===== config.mk =====
export PLATFORM = sky130hd
export DESIGN_NAME = input_debounce_button_classifier
export DESIGN_NICKNAME = d
export VERILOG_FILES = /design/src/rtl/core/idb_pkg.sv /design/src/rtl/core/idb_lane_bank.sv /design/src/rtl/core/idb_button.sv /design/src/rtl/core/input_debounce_button_classifier.sv
export SDC_FILE = /design/constraint.sdc
export NUM_CORES = 2
export LEC_CHECK = 0
export BUFFER_PORTS_ARGS = -buffer_cell sky130_fd_sc_hd__buf_2
export CORE_AREA = 2 2 518 417
export CTS_BUF_LIST = sky130_fd_sc_hd__clkbuf_8 sky130_fd_sc_hd__clkbuf_16
export CTS_CLUSTER_SIZE = 30
export DETAILED_ROUTE_END_ITERATION = 10
export DIE_AREA = 0 0 520 419
export PLACE_DENSITY = 0.51
export SLEW_MARGIN = 20
export SYNTH_ARGS = -nofsm -noshare
export SYNTH_HDL_FRONTEND = slang
export SYNTH_SLANG_ARGS = --single-unit
export TNS_END_PERCENT = 30

===== constraint.sdc =====
create_clock -name clk -period 11.6 [get_ports clk]
set_input_delay 2.9 -clock clk [delete_from_list [all_inputs] [get_ports clk]]
set_output_delay 2.9 -clock clk [all_outputs]
set_load 0.02 [all_outputs]

===== src/rtl/core/idb_pkg.sv =====
// Shared types and constants for the input debounce and button classifier.
`default_nettype none
package idb_pkg;

  localparam int CFG_BITS     = 16;
  localparam int CFG_IDX_BITS = 2;

  localparam logic [CFG_IDX_BITS-1:0] REG_DEBOUNCE_MS = 2'd0;
  localparam logic [CFG_IDX_BITS-1:0] REG_DCLICK_MS   = 2'd1;
  localparam logic [CFG_IDX_BITS-1:0] REG_HOLD_MS     = 2'd2;

  localparam logic [CFG_BITS-1:0] DEBOUNCE_MS_RESET = 16'd50;
  localparam logic [CFG_BITS-1:0] DCLICK_MS_RESET   = 16'd300;
  localparam logic [CFG_BITS-1:0] HOLD_MS_RESET     = 16'd1000;

  // Request kinds carried in tuser
  localparam logic CMD_SAMPLE = 1'b0;
  localparam logic CMD_READ   = 1'b1;

  typedef enum logic [1:0] {
    BTN_RELEASED = 2'd0,
    BTN_DOWN     = 2'd1,
    BTN_DOUBLE   = 2'd2,
    BTN_HELD     = 2'd3
  } btn_mode_t;

  // Per-request strobes from the input stage to the update units
  typedef struct packed {
    logic sample;
    logic clear;
  } idb_step_t;

endpackage
`default_nettype wire


===== src/rtl/core/idb_lane_bank.sv =====
// Debounce lanes with per-input lockout timers and the sticky change mask.
`default_nettype none
module idb_lane_bank #(
  parameter int NUM_INPUTS = 12,
  parameter int TIME_BITS  = 32
) (
  input  wire logic                         clk,
  input  wire logic                         rst,
  input  wire idb_pkg::idb_step_t           step,
  input  wire logic [TIME_BITS-1:0]         now_ms,
  input  wire logic [NUM_INPUTS-1:0]        raw_levels,
  input  wire logic [idb_pkg::CFG_BITS-1:0] debounce_ms,
  output logic      [NUM_INPUTS-1:0]        stable_next,
  output logic      [NUM_INPUTS-1:0]        mask_report,
  output logic                              flag_report
);

  logic [NUM_INPUTS-1:0] stable;
  logic [NUM_INPUTS-1:0] sticky;
  logic                  changed;
  logic [TIME_BITS-1:0]  last_accept [NUM_INPUTS];
  logic [NUM_INPUTS-1:0] take;
  logic [TIME_BITS-1:0]  lockout;

  assign lockout = TIME_BITS'(debounce_ms);

  // One compare per lane, elapsed time taken modulo 2^TIME_BITS
  always_comb begin
    for (int i = 0; i < NUM_INPUTS; i++) begin
      take[i] = step.sample && (raw_levels[i] != stable[i]) &&
                ((now_ms - last_accept[i]) >= lockout);
    end
  end

  always_comb begin
    stable_next = stable ^ take;
    mask_report = sticky | take;
    flag_report = changed | (|take);
  end

  always_ff @(posedge clk) begin
    if (rst) begin
      stable  <= '1;
      sticky  <= '0;
      changed <= 1'b0;
      for (int i = 0; i < NUM_INPUTS; i++) begin
        last_accept[i] <= '0;
      end
    end else begin
      stable <= stable_next;
      for (int i = 0; i < NUM_INPUTS; i++) begin
        if (take[i]) begin
          last_accept[i] <= now_ms;
        end
      end
      if (step.clear) begin
        sticky  <= '0;
        changed <= 1'b0;
      end else begin
        sticky  <= mask_report;
        changed <= flag_report;
      end
    end
  end

endmodule
`default_nettype wire


===== src/rtl/core/idb_button.sv =====
// Button classifier: released, pressed, double click and held.
`default_nettype none
module idb_button #(
  parameter int TIME_BITS = 32
) (
  input  wire logic                         clk,
  input  wire logic                         rst,
  input  wire idb_pkg::idb_step_t           step,
  input  wire logic [TIME_BITS-1:0]         now_ms,
  input  wire logic                         button_level,
  input  wire logic [idb_pkg::CFG_BITS-1:0] dclick_ms,
  input  wire logic [idb_pkg::CFG_BITS-1:0] hold_ms,
  output idb_pkg::btn_mode_t                mode_next,
  output logic                              pressed_next
);

  idb_pkg::btn_mode_t   mode;
  logic                 pressed_flag;
  logic [TIME_BITS-1:0] press_start;
  logic [TIME_BITS-1:0] release_at;
  logic                 down;
  logic                 start_press;
  logic                 end_press;

  assign down = ~button_level;

  always_comb begin
    mode_next    = mode;
    pressed_next = pressed_flag;
    start_press  = 1'b0;
    end_press    = 1'b0;
    if (step.sample) begin
      unique case (mode)
        idb_pkg::BTN_RELEASED: begin
          if (down) begin
            start_press  = 1'b1;
            pressed_next = 1'b1;
            if ((now_ms - release_at) < TIME_BITS'(dclick_ms)) begin
              mode_next = idb_pkg::BTN_DOUBLE;
            end else begin
              mode_next = idb_pkg::BTN_DOWN;
            end
          end
        end
        idb_pkg::BTN_DOWN: begin
          if (down) begin
            if ((now_ms - press_start) >= TIME_BITS'(hold_ms)) begin
              mode_next = idb_pkg::BTN_HELD;
            end
          end else begin
            end_press = 1'b1;
          end
        end
        idb_pkg::BTN_DOUBLE,
        idb_pkg::BTN_HELD: begin
          // hold the mode while down; double click never turns into held
          if (!down) begin
            end_press = 1'b1;
          end
        end
      endcase
      if (end_press) begin
        mode_next    = idb_pkg::BTN_RELEASED;
        pressed_next = 1'b0;
      end
    end
  end

  always_ff @(posedge clk) begin
    if (rst) begin
      mode         <= idb_pkg::BTN_RELEASED;
      pressed_flag <= 1'b0;
      press_start  <= '0;
      release_at   <= '0;
    end else begin
      mode         <= mode_next;
      pressed_flag <= pressed_next;
      if (start_press) begin
        press_start <= now_ms;
      end
      if (end_press) begin
        release_at <= now_ms;
      end
    end
  end

endmodule
`default_nettype wire


===== src/rtl/core/input_debounce_button_classifier.sv =====
// Top level: input register, config registers, update units and result register.
//
//  channel  dir  handshake          payload
//  s_*      in   s_tvalid/s_tready  tdata: now_ms, raw_levels, button_level; tuser: command
//  m_*      out  m_tvalid/m_tready  tdata: stable_levels, changed_mask, change_flag,
//                                          button_state, button_flag
//  cfg_*    in   cfg_we             cfg_index, cfg_wdata (no read-back)
//
// One request per cycle sustained while m_tready stays high; each request gives one result:
// it is held in the input register, then the lane and button update into the result register.
// Synchronous reset clears the lanes to all ones, timers and masks to zero, button released,
// config to 50 / 300 / 1000 ms. A stalled result holds; the input register still takes a
// request while the result register drains in the same cycle.
`default_nettype none
module input_debounce_button_classifier #(
  parameter int NUM_INPUTS = 12,
  parameter int TIME_BITS  = 32
) (
  input  wire logic                             clk,
  input  wire logic                             rst,
  input  wire logic                             s_tvalid,
  output logic                                  s_tready,
  // now_ms, raw_levels, button_level, zero pad (lowest bit up)
  input  wire logic [((TIME_BITS+NUM_INPUTS+8)/8)*8-1:0] s_tdata,
  // command
  input  wire logic                             s_tuser,
  output logic                                  m_tvalid,
  input  wire logic                             m_tready,
  // stable_levels, changed_mask, change_flag, button_state, button_flag, zero pad
  output logic      [((2*NUM_INPUTS+4+7)/8)*8-1:0] m_tdata,
  input  wire logic                             cfg_we,
  input  wire logic [idb_pkg::CFG_IDX_BITS-1:0] cfg_index,
  input  wire logic [idb_pkg::CFG_BITS-1:0]     cfg_wdata
);

  localparam int OUT_BITS = 2*NUM_INPUTS + 4;
  localparam int OUT_W    = ((OUT_BITS+7)/8)*8;

  logic                       in_valid;
  logic                       in_cmd;
  logic [TIME_BITS-1:0]       in_now;
  logic [NUM_INPUTS-1:0]      in_raw;
  logic                       in_btn;
  logic                       advance;
  idb_pkg::idb_step_t         step;

  logic [idb_pkg::CFG_BITS-1:0] debounce_ms;
  logic [idb_pkg::CFG_BITS-1:0] dclick_ms;
  logic [idb_pkg::CFG_BITS-1:0] hold_ms;

  logic [NUM_INPUTS-1:0]      stable_next;
  logic [NUM_INPUTS-1:0]      mask_report;
  logic                       flag_report;
  idb_pkg::btn_mode_t         mode_next;
  logic                       pressed_next;

  logic                       out_valid;
  logic [OUT_BITS-1:0]        out_data;

  assign advance  = in_valid && (!out_valid || m_tready);
  assign s_tready = !in_valid || advance;

  assign step.sample = advance && (in_cmd == idb_pkg::CMD_SAMPLE);
  assign step.clear  = advance && (in_cmd == idb_pkg::CMD_READ);

  always_ff @(posedge clk) begin
    if (rst) begin
      debounce_ms <= idb_pkg::DEBOUNCE_MS_RESET;
      dclick_ms   <= idb_pkg::DCLICK_MS_RESET;
      hold_ms     <= idb_pkg::HOLD_MS_RESET;
    end else if (cfg_we) begin
      unique case (cfg_index)
        idb_pkg::REG_DEBOUNCE_MS: debounce_ms <= cfg_wdata;
        idb_pkg::REG_DCLICK_MS:   dclick_ms   <= cfg_wdata;
        idb_pkg::REG_HOLD_MS:     hold_ms     <= cfg_wdata;
        default: ;  // drop writes to unused indexes
      endcase
    end
  end

  always_ff @(posedge clk) begin
    if (rst) begin
      in_valid <= 1'b0;
    end else if (s_tready) begin
      in_valid <= s_tvalid;
    end
  end

  always_ff @(posedge clk) begin
    if (s_tvalid && s_tready) begin
      in_cmd <= s_tuser;
      in_now <= s_tdata[TIME_BITS-1:0];
      in_raw <= s_tdata[TIME_BITS+NUM_INPUTS-1:TIME_BITS];
      in_btn <= s_tdata[TIME_BITS+NUM_INPUTS];
    end
  end

  idb_lane_bank #(
    .NUM_INPUTS(NUM_INPUTS),
    .TIME_BITS (TIME_BITS)
  ) u_lanes (
    .clk        (clk),
    .rst        (rst),
    .step       (step),
    .now_ms     (in_now),
    .raw_levels (in_raw),
    .debounce_ms(debounce_ms),
    .stable_next(stable_next),
    .mask_report(mask_report),
    .flag_report(flag_report)
  );

  idb_button #(
    .TIME_BITS(TIME_BITS)
  ) u_button (
    .clk         (clk),
    .rst         (rst),
    .step        (step),
    .now_ms      (in_now),
    .button_level(in_btn),
    .dclick_ms   (dclick_ms),
    .hold_ms     (hold_ms),
    .mode_next   (mode_next),
    .pressed_next(pressed_next)
  );

  always_ff @(posedge clk) begin
    if (rst) begin
      out_valid <= 1'b0;
    end else if (advance) begin
      out_valid <= 1'b1;
    end else if (m_tready) begin
      out_valid <= 1'b0;
    end
  end

  always_ff @(posedge clk) begin
    if (advance) begin
      out_data <= {pressed_next, mode_next, flag_report, mask_report, stable_next};
    end
  end

  assign m_tvalid = out_valid;
  assign m_tdata  = OUT_W'(out_data);

endmodule
`default_nettype wire


==> run summary <==
The final wirelength was 202 mm. In the finished design, the share of the clock period the worst path needs comes to 62.5%. In the synthesized netlist the dominant register cell turns out to be sky130_fd_sc_hd__edfxtp_1. The layout overhead on the synthesized area is 13.0%.

The worst setup path is captured at a register. The instance count along the most critical hold path came out at 2. TritonCTS built the clock tree. Together, buffers and inverters on the worst path number 3. The final layout net count came out at 7,169. For the source-to-sink clock delay at the later pin of the worst-skew pair, the log shows 0.72 ns. The end of the worst hold path was u_button.release_at[8].

The flow ran to the end, but the final reports show violations. The worst register-to-register path ends at u_lanes.changed. A synthesized cell averages 8.30 sq um. Across every metal layer, demand over resource in global routing totals 18.0%. The worst hold path class is register to register. The number of vias in the routed layout was 48,200; the number of warnings printed during yosys synthesis was 0.

Synthesized instance count: 6,385. In the layout the commonest cells are 672 x sky130_fd_sc_hd__nor2_1, 657 x sky130_fd_sc_hd__ha_1, 643 x sky130_fd_sc_hd__inv_1. After clock tree synthesis, the flow added hold-fix buffers numbering 0. The worst pin sits at a relative slew slack of 22.6%. The data arrival time of the worst path is 7.81 ns. After routing, the total negative slack on setup checks comes to 0 ns. Dividing the detail-routed via count by the number of cells gives 5.16.

The commonest non-fill, non-tap cell in the layout is sky130_fd_sc_hd__nor2_1. Cells with a size suffix above 1 make up 6.62% of the layout. In this run the power density over the cells is 127 mW/mm^2.

The starting DRC count in detailed routing came out at 4,418. The area share of the largest cell type after synthesis is 26.0%, and the horizontal die dimension is 520 um. The post-synthesis instance area is 0.0530 sq mm, and the number of global-route vias before repair is 44,600. For this run, asynchronously set or reset flops after synthesis account for 0%. Counting the buffers created by CTS gives 81.

For the worst setup path, the data required time is 12.16 ns. Number of distinct standard cells referenced by the synthesized netlist: 87. Top cell type by total area after synthesis: sky130_fd_sc_hd__edfxtp_1.

Worst flop-to-flop path startpoint: in_now[0]. The number of setup buffers added after CTS is 0. The count of buffers added on input and output ports is 98. The total congestion overflow is 0. The peak clock frequency supported by timing is 0.138 GHz. The logs give 0 for the final-report hold violation count and 106 for the I/O pin count. Of all nets on the critical path, the largest fanout is 14.

After detailed routing, the average wire length per cell comes to 21.6 um. The run gives 4.35 ns as the worst-case register-to-register setup slack. The core region area was 0.213 sq mm; the path depth of the worst reg2reg path was 23. The tool flagged a number of max-cap violations equal to 0. Setup violations remaining at the end of the flow were counted as 0.

After synthesis the netlist holds a flip-flop and latch count of 600. On the final layout, the worst clock skew is 0.0342 ns. The clock net in this run drives a total of 600 sinks.

On the critical path the largest part of the delay comes from compound AO/OA/AOI/OAI gates. In this run the number of H-tree levels came out at 3. Traced cell by cell, the critical path runs through inv_1 -> buf_4 -> ha_1 -> nor2b_1 -> o31a_1 -> o21ai_1 -> o21ai_0 -> or2_2 -> xor2_1 -> ha_1 -> a41o_1 -> a21oi_1 -> o311a_1 -> nand4b_1 -> a2111oi_0 -> o2111ai_1 -> or4_1 -> a2111oi_0 -> or3_1 -> buf_4 -> nand4_1 -> or4_4 -> nor2b_1. The worst setup path is of the register to register kind. The count of nets left with antenna violations once routing finished came out at 0. The height of the die was 419 um; the number of enable flip-flop cells after synthesis was 458. The startpoint identified for the worst hold timing path is u_button.release_at[8]. The checks that failed: design-rule violations.

The share of the Yosys chip area taken by registers is 31.3%. Summed over all cells, the static leakage comes to 23.7 nW. The number of resized instances in the post-cts repair step is 0, and the transition at the pin with the smallest max-transition slack is 1.16 ns. The tools report the global placement routability congestion as 0.905. The HPWL after detailed placement was 142 mm. By area the synthesized netlist is led by sky130_fd_sc_hd__edfxtp_1 26%, sky130_fd_sc_hd__ha_1 16%, sky130_fd_sc_hd__a21oi_1 5.8%, sky130_fd_sc_hd__dfxtp_1 5.4%, sky130_fd_sc_hd__nor2_1 4.8%.

The tools report the root buffer cell as sky130_fd_sc_hd__clkbuf_16. STA classifies the critical path startpoint as a register. After clock tree synthesis, the clock-pin slew on the worst setup and hold paths is 0.06 ns.

The worst-case IR drop observed on VDD is 0.0000872 V. The logs give 0 for the total count of max-transition violations in the final report and 0.218 sq mm for the floorplan die area. Setup repair after global routing left no endpoint under its margin. Counting I/O delays and the setup requirement, the final critical path takes 7.25 ns. Entering global routing, the biggest net connects 85 pins. The longest individual stage delay on the worst path works out to 0.59 ns. Once the floorplan was initialized, standard cells occupied 24.8% of the core.

The run gives 15 as the number of antenna violations at the first check in global routing. The first detailed-routing pass ran for 11 iterations. After floorplanning, the core was divided into 152 placement rows. The run gives 3 as the maximum clock insertion buffer count. The logs give 295 mm for the first-pass GRT wire length and 4 for the remaining design rule violation count.

The slowest stage of the critical path belongs to the cell sky130_fd_sc_hd__or4_1. After layout, the design draws a total of 0.00757 W.
-- through the flow --
stage          cells  hold WS [ns]  utilization, %  cell area (sq um)  setup WS, ns
2_1_floorplan   6388         0.436               -              53000          5.22
3_3_place_gp    9191         0.442            26.7              57000          4.55
3_5_place_dp    9191         0.447            26.7              57000          4.48
4_1_cts         9341         0.454            28.1              59800          4.42
5_1_grt         9342         0.466            28.1              59800          3.98
6_report        9346         0.454            28.1              59800          4.35
-- worst max-delay path by stage --
stage,start,end,slack [ns],cells after the start
global placement,in_now[0],u_lanes.changed,4.55,23
global route,in_now[0],u_lanes.changed,3.98,23
CTS,in_now[0],u_lanes.changed,4.42,23
floorplan,m_tready,u_lanes.last_accept[0][128],5.22,8
detailed placement,in_now[0],u_lanes.changed,4.48,23
finish,in_now[0],u_lanes.changed,4.35,23
-- state kept, by name (all words and copies together) (netlist names) --
| name | count |
|---|---|
| u_lanes.last_accept | 384 |
| in_now | 32 |
| u_button.press_start | 32 |
| u_button.release_at | 32 |
| out_data | 28 |
| dclick_ms | 16 |
| debounce_ms | 16 |
| hold_ms | 16 |
| in_raw | 12 |
| u_lanes.stable | 12 |
| u_lanes.sticky | 12 |
| u_button.mode | 2 |
| in_btn | 1 |
| in_cmd | 1 |
| in_valid | 1 |
| m_tvalid | 1 |
| u_button.pressed_flag | 1 |
| u_lanes.changed | 1 |
-- cells by family after synthesis --
kind of cell / after synthesis / share of synthesized area, %
AO/OA/AOI/OAI: 1813 / 22.0
AND/OR/NAND/NOR: 2074 / 18.4
adder cells (fa/ha/maj): 671 / 16.0
buffers and inverters: 873 / 6.23
other: 1 / 0.00708
multiplexers: 45 / 0.879
flip-flops: 600 / 31.3
XOR/XNOR: 308 / 5.09
-- cells in the mapped netlist (72+ instances only) --
cell / n
sky130_fd_sc_hd__nor2_1: 672
sky130_fd_sc_hd__ha_1: 657
sky130_fd_sc_hd__inv_1: 632
sky130_fd_sc_hd__a21oi_1: 615
sky130_fd_sc_hd__nand2_1: 597
sky130_fd_sc_hd__edfxtp_1: 458
sky130_fd_sc_hd__o21ai_0: 320
sky130_fd_sc_hd__clkbuf_1: 220
sky130_fd_sc_hd__xnor2_1: 185
sky130_fd_sc_hd__a21o_1: 164
sky130_fd_sc_hd__dfxtp_1: 142
sky130_fd_sc_hd__nand3_1: 126
sky130_fd_sc_hd__xor2_1: 123
sky130_fd_sc_hd__nand4_1: 111
sky130_fd_sc_hd__nand2b_1: 109
sky130_fd_sc_hd__nor3_1: 105
sky130_fd_sc_hd__o21a_1: 90
sky130_fd_sc_hd__a211oi_1: 79
sky130_fd_sc_hd__nor2b_1: 72
-- worst min-delay path, delay by kind of cell, from the launching register on --
kind	cells	cell delay, ns
flops	1	0.31
compound gates	1	0.05
simple gates	1	0.05
-- area by class of cell --
cell class	count	area [sq um]
multi-input combinational	4915	33200
timing repair buffer	196	1240
fill	22900	153000
clock buffer	92	2250
clock inverter	58	573
inverter	632	2370
tap	2849	3560
antenna	4	10.0
sequential	600	16600
-- power by group --
| part | internal [W] | total (W) | leakage [nW] | switching (W) |
|---|---|---|---|---|
| combinational | 0.000893 | 0.00242 | 16.5 | 0.00152 |
| sequential | 0.00242 | 0.00246 | 5.84 | 0.0000359 |
| clock | 0.00163 | 0.00270 | 1.42 | 0.00107 |
| total | 0.00494 | 0.00757 | 23.7 | 0.00263 |
-- layer usage --
layer	track usage, %	vias to the layer above	part of all wire [%]
met5	0	-	0
met4	6.10	0	3.5
met3	2.51	275	6.2
met2	28.4	1518	44
met1	25.1	23200	46
li1	-	23200	-
(Power assumes the default switching activity.)
